## src/rsid_pkg.sv

```systemverilog
// Shared types, codes and constants of the radio sender identifier table.
`default_nettype none

package rsid_pkg;

  // Default number of table slots
  localparam int DEFAULT_TABLE_DEPTH = 32;

  // Field widths
  localparam int OPERATION_W   = 2;
  localparam int TTYPE_W       = 8;
  localparam int SENDER_ID_W   = 32;
  localparam int DATA_BYTE_W   = 8;
  localparam int ENTRY_INDEX_W = 6;
  localparam int STATUS_W      = 2;
  localparam int FOUND_INDEX_W = 5;
  localparam int FUNC_W        = 6;
  localparam int KIND_W        = 7;
  localparam int ENTRY_COUNT_W = 6;

  // Width used to compare the delete slot against the fill count
  localparam int CMP_W = 7;

  // Known telegram type bytes
  localparam logic [TTYPE_W-1:0] TYPE_RPS = 8'hF6;
  localparam logic [TTYPE_W-1:0] TYPE_1BS = 8'hD5;
  localparam logic [TTYPE_W-1:0] TYPE_4BS = 8'hA5;

  // Low type bits taken from data byte 3
  localparam logic [DATA_BYTE_W-1:0] TYPE_LOW_MASK = 8'h03;

  typedef enum logic [OPERATION_W-1:0] {
    OP_ADD    = 2'd0,
    OP_SEARCH = 2'd1,
    OP_DELETE = 2'd2,
    OP_CLEAR  = 2'd3
  } op_t;

  typedef enum logic [STATUS_W-1:0] {
    ST_OK    = 2'd0,
    ST_FAIL  = 2'd1,
    ST_FULL  = 2'd2,
    ST_EMPTY = 2'd3
  } status_t;

  // One table entry
  typedef struct packed {
    logic [TTYPE_W-1:0]     ttype;
    logic [SENDER_ID_W-1:0] sid;
    logic [FUNC_W-1:0]      func;
    logic [KIND_W-1:0]      kind;
  } entry_t;

  // Commands from the controller to the datapath
  typedef struct packed {
    logic    latch;
    logic    add_wr;
    logic    clear;
    logic    dec;
    logic    scan_start;
    logic    scan_go;
    logic    res_load;
    status_t res_status;
    logic    res_hit;
    logic    out_load;
  } cmd_t;

  // Status from the datapath to the controller
  typedef struct packed {
    op_t  op;
    logic known;
    logic full;
    logic empty;
    logic idx_bad;
    logic hit;
    logic last;
  } sts_t;

endpackage

`default_nettype wire

```

## src/rsid_ctrl.sv

```systemverilog
// Sequencing state machine of the radio sender identifier table.
`default_nettype none

module rsid_ctrl (
  input  wire logic          clk,
  input  wire logic          rst,
  input  wire logic          in_valid,
  output logic               in_ready,
  output logic               out_valid,
  input  wire logic          out_ready,
  input  wire rsid_pkg::sts_t sts,
  output rsid_pkg::cmd_t     cmd
);
  import rsid_pkg::*;

  typedef enum logic [4:0] {
    S_IDLE = 5'b00001,
    S_EXEC = 5'b00010,
    S_SCAN = 5'b00100,
    S_MOVE = 5'b01000,
    S_DONE = 5'b10000
  } state_t;

  state_t state;
  state_t state_next;
  logic   out_free;

  assign in_ready = (state == S_IDLE);
  assign out_free = !out_valid || out_ready;

  // Next state and commands
  always_comb begin
    state_next     = state;
    cmd            = '0;
    cmd.res_status = ST_OK;
    case (state)
      S_IDLE: begin
        if (in_valid) begin
          cmd.latch  = 1'b1;
          state_next = S_EXEC;
        end
      end
      S_EXEC: begin
        case (sts.op)
          OP_ADD: begin
            cmd.res_load = 1'b1;
            state_next   = S_DONE;
            if (sts.full) begin
              cmd.res_status = ST_FULL;
            end else if (!sts.known) begin
              cmd.res_status = ST_FAIL;
            end else begin
              cmd.add_wr = 1'b1;
            end
          end
          OP_SEARCH: begin
            if (sts.empty || !sts.known) begin
              cmd.res_load   = 1'b1;
              cmd.res_status = ST_FAIL;
              state_next     = S_DONE;
            end else begin
              cmd.scan_start = 1'b1;
              state_next     = S_SCAN;
            end
          end
          OP_DELETE: begin
            if (sts.empty) begin
              cmd.res_load   = 1'b1;
              cmd.res_status = ST_EMPTY;
              state_next     = S_DONE;
            end else if (sts.idx_bad) begin
              cmd.res_load   = 1'b1;
              cmd.res_status = ST_FAIL;
              state_next     = S_DONE;
            end else begin
              // last entry is being read this cycle
              state_next = S_MOVE;
            end
          end
          default: begin
            cmd.clear    = 1'b1;
            cmd.res_load = 1'b1;
            state_next   = S_DONE;
          end
        endcase
      end
      S_SCAN: begin
        cmd.scan_go = 1'b1;
        if (sts.hit) begin
          cmd.res_load = 1'b1;
          cmd.res_hit  = 1'b1;
          state_next   = S_DONE;
        end else if (sts.last) begin
          cmd.res_load   = 1'b1;
          cmd.res_status = ST_FAIL;
          state_next     = S_DONE;
        end
      end
      S_MOVE: begin
        cmd.dec      = 1'b1;
        cmd.res_load = 1'b1;
        state_next   = S_DONE;
      end
      S_DONE: begin
        if (out_free) begin
          cmd.out_load = 1'b1;
          state_next   = S_IDLE;
        end
      end
      default: begin
        state_next = S_IDLE;
      end
    endcase
  end

  // State register
  always_ff @(posedge clk) begin
    if (rst) begin
      state <= S_IDLE;
    end else begin
      state <= state_next;
    end
  end

  // Result valid flag
  always_ff @(posedge clk) begin
    if (rst) begin
      out_valid <= 1'b0;
    end else if (cmd.out_load) begin
      out_valid <= 1'b1;
    end else if (out_ready) begin
      out_valid <= 1'b0;
    end
  end

  // A finished result always passes through the hand-over state
  a_res_then_done: assert property (@(posedge clk) disable iff (rst)
    cmd.res_load |=> state == S_DONE)
    else $error("result loaded without reaching hand-over state");

  // Hand-over with a free output register raises valid
  a_done_shows: assert property (@(posedge clk) disable iff (rst)
    (state == S_DONE && out_free) |=> out_valid && state == S_IDLE)
    else $error("result not presented after hand-over");

  // A scan never runs while an item is being taken in
  a_scan_excl: assert property (@(posedge clk) disable iff (rst)
    cmd.scan_go |-> !cmd.latch && !cmd.add_wr && !cmd.dec)
    else $error("scan overlaps another operation");

endmodule

`default_nettype wire

```

## src/rsid_datapath.sv

```systemverilog
// Entry memory, fill count, search scan and result registers of the sender table.
`default_nettype none

module rsid_datapath #(
  parameter int TABLE_DEPTH = rsid_pkg::DEFAULT_TABLE_DEPTH
) (
  input  wire logic                                  clk,
  input  wire logic                                  rst,
  input  wire rsid_pkg::cmd_t                        cmd,
  output rsid_pkg::sts_t                             sts,
  input  wire logic [rsid_pkg::OPERATION_W-1:0]      operation,
  input  wire logic [rsid_pkg::TTYPE_W-1:0]          telegram_type,
  input  wire logic [rsid_pkg::SENDER_ID_W-1:0]      sender_id,
  input  wire logic [rsid_pkg::DATA_BYTE_W-1:0]      data_three,
  input  wire logic [rsid_pkg::DATA_BYTE_W-1:0]      data_two,
  input  wire logic [rsid_pkg::ENTRY_INDEX_W-1:0]    entry_index,
  output logic [rsid_pkg::STATUS_W-1:0]              status,
  output logic [rsid_pkg::FOUND_INDEX_W-1:0]         found_index,
  output logic [rsid_pkg::TTYPE_W-1:0]               found_type,
  output logic [rsid_pkg::FUNC_W-1:0]                found_func,
  output logic [rsid_pkg::KIND_W-1:0]                found_kind,
  output logic [rsid_pkg::ENTRY_COUNT_W-1:0]         entry_count
);
  import rsid_pkg::*;

  localparam int IW = (TABLE_DEPTH > 1) ? $clog2(TABLE_DEPTH) : 1;
  localparam int CW = $clog2(TABLE_DEPTH + 1);

  // Latched item
  op_t                      op_q;
  logic [TTYPE_W-1:0]       type_q;
  logic [SENDER_ID_W-1:0]   sid_q;
  logic [DATA_BYTE_W-1:0]   d3_q;
  logic [DATA_BYTE_W-1:0]   d2_q;
  logic [ENTRY_INDEX_W-1:0] idx_q;

  // Table state
  entry_t                   mem [TABLE_DEPTH];
  entry_t                   rd_data;
  logic [CW-1:0]            count;
  logic [CW-1:0]            count_next;
  logic [CW-1:0]            count_m1;
  logic [CW-1:0]            scan_addr;
  logic [CW-1:0]            rd_addr_q;
  logic [CW-1:0]            rd_sel;
  logic                     rd_pend;
  entry_t                   new_entry;
  logic                     match;

  // Pending result
  status_t                  pend_status;
  logic [FOUND_INDEX_W-1:0] pend_idx;
  logic [TTYPE_W-1:0]       pend_type;
  logic [FUNC_W-1:0]        pend_func;
  logic [KIND_W-1:0]        pend_kind;
  logic [ENTRY_COUNT_W-1:0] pend_count;

  // Item capture
  always_ff @(posedge clk) begin
    if (cmd.latch) begin
      op_q   <= op_t'(operation);
      type_q <= telegram_type;
      sid_q  <= sender_id;
      d3_q   <= data_three;
      d2_q   <= data_two;
      idx_q  <= entry_index;
    end
  end

  // Entry to append; codes only for four-byte telegrams
  always_comb begin
    new_entry.ttype = type_q;
    new_entry.sid   = sid_q;
    new_entry.func  = '0;
    new_entry.kind  = '0;
    if (type_q == TYPE_4BS) begin
      new_entry.func = d3_q[DATA_BYTE_W-1:2];
      new_entry.kind = {d3_q[1:0] & TYPE_LOW_MASK[1:0], d2_q[DATA_BYTE_W-1:3]};
    end
  end

  assign count_m1 = count - CW'(1);
  assign rd_sel   = cmd.scan_go ? scan_addr : count_m1;
  assign match    = (rd_data.ttype == type_q) && (rd_data.sid == sid_q);

  // Status towards the controller
  always_comb begin
    sts.op      = op_q;
    sts.known   = (type_q == TYPE_RPS) || (type_q == TYPE_1BS) || (type_q == TYPE_4BS);
    sts.full    = (count == CW'(TABLE_DEPTH));
    sts.empty   = (count == '0);
    sts.idx_bad = ({1'b0, idx_q} >= CMP_W'(count));
    sts.hit     = rd_pend && match;
    sts.last    = rd_pend && (rd_addr_q == count_m1);
  end

  // Fill count
  always_comb begin
    count_next = count;
    if (cmd.clear) begin
      count_next = '0;
    end else if (cmd.add_wr) begin
      count_next = count + CW'(1);
    end else if (cmd.dec) begin
      count_next = count_m1;
    end
  end

  always_ff @(posedge clk) begin
    if (rst) begin
      count <= '0;
    end else begin
      count <= count_next;
    end
  end

  // Memory write port: append, or move last entry into freed slot
  always_ff @(posedge clk) begin
    if (cmd.add_wr) begin
      mem[count[IW-1:0]] <= new_entry;
    end else if (cmd.dec) begin
      mem[idx_q[IW-1:0]] <= rd_data;
    end
  end

  // Memory read port, registered
  always_ff @(posedge clk) begin
    rd_data <= mem[rd_sel[IW-1:0]];
  end

  // Scan address and compare-stage tag
  always_ff @(posedge clk) begin
    if (rst) begin
      rd_pend <= 1'b0;
    end else if (cmd.scan_start) begin
      rd_pend <= 1'b0;
    end else if (cmd.scan_go) begin
      rd_pend <= 1'b1;
    end
  end

  always_ff @(posedge clk) begin
    if (cmd.scan_start) begin
      scan_addr <= '0;
    end else if (cmd.scan_go) begin
      scan_addr <= scan_addr + CW'(1);
      rd_addr_q <= scan_addr;
    end
  end

  // Pending result
  always_ff @(posedge clk) begin
    if (cmd.res_load) begin
      pend_status <= cmd.res_status;
      pend_count  <= ENTRY_COUNT_W'(count_next);
      if (cmd.res_hit) begin
        pend_idx  <= FOUND_INDEX_W'(rd_addr_q);
        pend_type <= rd_data.ttype;
        pend_func <= rd_data.func;
        pend_kind <= rd_data.kind;
      end else begin
        pend_idx  <= '0;
        pend_type <= '0;
        pend_func <= '0;
        pend_kind <= '0;
      end
    end
  end

  // Output register
  always_ff @(posedge clk) begin
    if (cmd.out_load) begin
      status      <= pend_status;
      found_index <= pend_idx;
      found_type  <= pend_type;
      found_func  <= pend_func;
      found_kind  <= pend_kind;
      entry_count <= pend_count;
    end
  end

  // Fill count stays within the table
  a_count_range: assert property (@(posedge clk) disable iff (rst)
    count <= CW'(TABLE_DEPTH))
    else $error("fill count beyond table depth");

  // Append grows the table by one
  a_add_grows: assert property (@(posedge clk) disable iff (rst)
    cmd.add_wr |=> count == CW'($past(count) + CW'(1)))
    else $error("append did not grow the fill count");

  // Slot moves happen only on a non-empty table with an index inside it
  a_move_valid: assert property (@(posedge clk) disable iff (rst)
    cmd.dec |-> count != '0 && !sts.idx_bad)
    else $error("delete move on an invalid slot");

endmodule

`default_nettype wire

```

## src/radio_sender_id_table.sv

```systemverilog
// Add, clear and rejected operations go through the execute and hand-over states; a delete that
// moves an entry also goes through the move state. A search scans one slot per cycle through the
// single memory read port and ends on a hit or at the last filled slot.
// The next item is taken the cycle after a result enters the output register, so the table
// works on one item at a time, and any output stall holds off the next item.
// Reset (synchronous, active high) empties the table at once; entry contents stay undefined.
`default_nettype none

module radio_sender_id_table #(
  parameter int TABLE_DEPTH = rsid_pkg::DEFAULT_TABLE_DEPTH
) (
  input  wire logic                               clk,
  input  wire logic                               rst,
  input  wire logic                               in_valid,
  output logic                                    in_ready,
  input  wire logic [rsid_pkg::OPERATION_W-1:0]   operation,
  input  wire logic [rsid_pkg::TTYPE_W-1:0]       telegram_type,
  input  wire logic [rsid_pkg::SENDER_ID_W-1:0]   sender_id,
  input  wire logic [rsid_pkg::DATA_BYTE_W-1:0]   data_three,
  input  wire logic [rsid_pkg::DATA_BYTE_W-1:0]   data_two,
  input  wire logic [rsid_pkg::ENTRY_INDEX_W-1:0] entry_index,
  output logic                                    out_valid,
  input  wire logic                               out_ready,
  output logic [rsid_pkg::STATUS_W-1:0]           status,
  output logic [rsid_pkg::FOUND_INDEX_W-1:0]      found_index,
  output logic [rsid_pkg::TTYPE_W-1:0]            found_type,
  output logic [rsid_pkg::FUNC_W-1:0]             found_func,
  output logic [rsid_pkg::KIND_W-1:0]             found_kind,
  output logic [rsid_pkg::ENTRY_COUNT_W-1:0]      entry_count
);
  import rsid_pkg::*;

  cmd_t cmd;
  sts_t sts;

  // Controller
  rsid_ctrl u_ctrl (
    .clk       (clk),
    .rst       (rst),
    .in_valid  (in_valid),
    .in_ready  (in_ready),
    .out_valid (out_valid),
    .out_ready (out_ready),
    .sts       (sts),
    .cmd       (cmd)
  );

  // Datapath
  rsid_datapath #(
    .TABLE_DEPTH (TABLE_DEPTH)
  ) u_datapath (
    .clk           (clk),
    .rst           (rst),
    .cmd           (cmd),
    .sts           (sts),
    .operation     (operation),
    .telegram_type (telegram_type),
    .sender_id     (sender_id),
    .data_three    (data_three),
    .data_two      (data_two),
    .entry_index   (entry_index),
    .status        (status),
    .found_index   (found_index),
    .found_type    (found_type),
    .found_func    (found_func),
    .found_kind    (found_kind),
    .entry_count   (entry_count)
  );

endmodule

`default_nettype wire
```

## config.mk

```make
export PLATFORM = sky130hd
export DESIGN_NAME = radio_sender_id_table
export DESIGN_NICKNAME = d
export VERILOG_FILES = /design/src/rsid_pkg.sv /design/src/rsid_ctrl.sv /design/src/rsid_datapath.sv /design/src/radio_sender_id_table.sv
export SDC_FILE = /design/constraint.sdc
export NUM_CORES = 2
export LEC_CHECK = 0
export BUFFER_PORTS_ARGS = -buffer_cell sky130_fd_sc_hd__buf_4
export CAP_MARGIN = 40
export CORE_ASPECT_RATIO = 0.6
export CORE_UTILIZATION = 45
export CTS_CLUSTER_SIZE = 20
export DETAILED_ROUTE_END_ITERATION = 16
export GPL_TIMING_DRIVEN = 0
export PLACE_DENSITY_LB_ADDON = 0.15
export SETUP_SLACK_MARGIN = 0.2
export SYNTH_ARGS = -nofsm -noshare
export SYNTH_HDL_FRONTEND = slang
export SYNTH_SLANG_ARGS = --single-unit
```

## constraint.sdc

```tcl
create_clock -name clk -period 5.2 [get_ports clk]
set_input_delay 0.26 -clock clk [delete_from_list [all_inputs] [get_ports clk]]
set_output_delay 0.26 -clock clk [all_outputs]
set_load 0.01 [all_outputs]
```

==> flow_metrics.env <==
export IMPL_hold_viol=0
export IMPL_max_stage_delay_ps=690
export IMPL_place_congestion=0.881
export IMPL_syn2layout_area_growth_pct=18.3
export IMPL_async_reset_ff_share_pct=0
export IMPL_power_density_nw_per_um2=351
export IMPL_core_area_sq_um=162000
export IMPL_synth_cells=4794
export IMPL_ys_seq_area_share_pct=76.3
export IMPL_grt_pass1_vias=42700
export IMPL_synth_area_leaders="edfxtp_1 (74%), nand2_1 (4.7%), mux4_2 (3.2%)"
export IMPL_cts_tree="yes"
export IMPL_grt_pass1_wl_mm=324
export IMPL_grt_overflow=0
export IMPL_nFillCells=12900
export IMPL_status="finished clean"
export IMPL_hpwlAfterDp_mm=165
export IMPL_ant_nets=0
export IMPL_fin_crit_ps=4980
export IMPL_rsz0062_at_grt="no"
export IMPL_start_util_pct=45.6
export IMPL_setup_ws_ps=220
export IMPL_final_net_count=5398
export IMPL_dpl_instance_area_sq_um=81000
export IMPL_cp_cell_sequence="clkbuf_2, inv_1, ha_1, o21ai_4, buf_16, nand2_1, buf_2, clkbuf_1, a211oi_1, a31oi_1, o22ai_1, and4b_1"
export IMPL_p_leak_uw=0.0299
export IMPL_dr_pass1_iters=5
export IMPL_die_area_sq_um=166000
export IMPL_clockRootBuffer="clkbuf_16"
export IMPL_grt_usage_pct=27.7
export IMPL_post_cts_buffers=0
export IMPL_combPwrFrac_pct=1.8
export IMPL_grt_max_degree=38
export IMPL_cts_buffers=181
export IMPL_synth_commonest_cells="edfxtp_1 (1831), nand2_1 (921), and3_1 (376), clkbuf_1 (252), a21oi_1 (169)"
export IMPL_pwr_share_seq_pct=55.0
export IMPL_critPathLaunchType="register"
export IMPL_relSlewSlack_pct=32.0
export IMPL_hold_class="input port to register"
export IMPL_path_buf_inv=5
export IMPL_multi_input_area_sq_um=16500
export IMPL_clkTransAtPathRegs_ps=70
export IMPL_ioPinCount=104
export IMPL_synth_area_sq_um=74000
export IMPL_cp_top_family="buffers and inverters"
export IMPL_peakVddDrop_v=0.000283
export IMPL_fp_dieH_um=316
export IMPL_route_detailed_drc=0
export IMPL_antenna_found_initial=16
export IMPL_synth_most_common_cell="edfxtp_1"
export IMPL_cp_required_ps=5930
export IMPL_io_buffers=100
export IMPL_ys_warnings_count=0
export IMPL_drv_max_cap_violation_count=0
export IMPL_setup_viol=0
export IMPL_synthFlopType="edfxtp_1"
export IMPL_synth_top_area_cell="edfxtp_1"
export IMPL_cp_max_fo=10
export IMPL_syn_mean_instance_area_sq_um=15.4
export IMPL_critPathCaptureType="register"
export IMPL_synth_distinct_cells=59
export IMPL_p_switching_uw=6150
export IMPL_preCtsSetupSlack_ps=-28.1
export IMPL_wl_per_cell_um=30.4
export IMPL_vias=45800
export IMPL_worstPathArrival_ps=5710
export IMPL_internal_power_uw=24600
export IMPL_slew_viol_final=0
export IMPL_die_width_um=525
export IMPL_worst_pin_slew_ps=1020
export IMPL_utilization_pct=54.0
export IMPL_synth_nets=4877
export IMPL_route_detailed_vias_per_inst=6.02
export IMPL_clk_path_buf_depth=4
export IMPL_finalWirelength_mm=231
export IMPL_p_sw_share_pct=20.0
export IMPL_final_period_utilization_pct=95.8
export IMPL_dr_first_iter_drc_count=6688
export IMPL_fin_area_sq_um=87500
export IMPL_synth_top_cell_area_share_pct=74.3
export IMPL_critical_path_class="register to register"
export IMPL_register_area_sq_um=56400
export IMPL_cts_htree_levels=4
export IMPL_num_rows=114
export IMPL_max_freq_mhz=201
export IMPL_numClockSinks=1903
export IMPL_synth_edf_count=1831
export IMPL_drive_above_1_share_pct=13.5
export IMPL_synth_seq_cells=1903
export IMPL_slowest_stage="buf_2"
export IMPL_skew_ps=74.2
export IMPL_clk_latency_ps=830
export IMPL_clockPowerShare_pct=43.2
## repair_timing
item	in CTS	in global routing
endpoints found under the setup margin	48	16
hold buffers	65	0
gates resized for setup	5	9
endpoints found under the hold margin	67	0
## path summary, 6_finish.rpt
path	from	endpoint	slack, ps	cells past startpoint
setup / recovery	u_datapath.count[0]	u_datapath.rd_data[6]	220	12
hold / removal	sender_id[15]	u_datapath.sid_q[15]	140	2
setup reg to reg	u_datapath.count[0]	u_datapath.rd_data[6]	220	12
hold reg to reg	u_datapath.pend_func[1]	u_datapath.found_func[1]	400	0
## power groups by stage
stage                     logic (uW)  registers [uW]  clock network [uW]
final                            561           16900               13300
after global routing             600           16900               14000
after CTS                        555           16900               13400
after detailed placement         514           17200                   0
after global placement           387           17300                   0
after floorplan                  189           17200                   0
## logic make-up (layout without fill, tap and decap cells)
kind of cell             after synthesis  count (layout)  synth area share, %
buffers and inverters                336             994                 1.87
multiplexers                         165             165                 4.03
XOR/XNOR                              52              52                0.616
flip-flops                          1903            1903                 76.3
other                                  0               3                    0
AO/OA/AOI/OAI                        761             761                 6.79
adder cells (fa/ha/maj)               15              15                0.254
AND/OR/NAND/NOR                     1562            1562                 10.2
## through the flow
stage	setup TNS (ps)	power, uW	cells	hold slack, ps
6_report	0	30800	7601	137
5_1_grt	0	31500	7598	126
4_1_cts	0	30900	7594	98.0
3_5_place_dp	-28.3	17800	7209	405
3_3_place_gp	-5588950	17700	7040	402
2_1_floorplan	0	17400	4794	332
## routing by layer
| layer | track usage [%] | part of all wire (%) | up-vias |
|---|---|---|---|
| met4 | 6.52 | 2.4 | 6 |
| met5 | 0 | 0.019 | - |
| met1 | 43.4 | 45 | 23300 |
| li1 | - | - | 19500 |
| met2 | 36.7 | 39 | 2556 |
| met3 | 8.98 | 13 | 328 |
## flip-flops by register name (all words and copies together) (netlist names), 5 cells and up
register	flops
u_datapath.mem	1696
u_datapath.rd_data	53
u_datapath.sid_q	32
u_datapath.d3_q	8
u_datapath.found_type	8
u_datapath.pend_type	8
u_datapath.type_q	8
u_datapath.found_kind	7
u_datapath.pend_kind	7
u_datapath.count	6
u_datapath.entry_count	6
u_datapath.found_func	6
u_datapath.idx_q	6
u_datapath.pend_count	6
u_datapath.pend_func	6
u_datapath.rd_addr_q	6
u_datapath.scan_addr	6
u_ctrl.state	5
u_datapath.d2_q	5
u_datapath.found_index	5
u_datapath.pend_idx	5
## layout make-up
type	count	share of cell area, %
Antenna cell	3	0.00858
Buffer	315	1.51
Clock buffer	224	5.47
Clock inverter	96	1.16
Inverter	20	0.0858
Multi-Input combinational cell	2555	18.9
Sequential cell	1903	64.5
Tap cell	2146	3.07
Timing Repair Buffer	339	5.36
## cells in the final DEF (no fill, tap or decap), types with 27 or more instances in the layout
master and count:
buf_16 35, nand4_1 62, buf_1 27, and4b_1 53
xor2_1 28, dlygate4sd3_1 65, buf_12 70, o21ai_0 112
mux2i_1 57, a221o_1 53, mux4_2 106, and3_1 376
buf_8 43, and2_1 27, nor2_4 34, clkinv_1 33
clkbuf_1 280, clkinv_2 31, buf_4 104, a31oi_1 110
a211o_1 53, clkbuf_16 183, a21oi_1 168, edfxtp_1 1831
a211oi_1 160, dfxtp_1 72, buf_6 34, o22ai_1 55
nand2_1 921
Note: power is estimated with default switching activity, not from simulation.
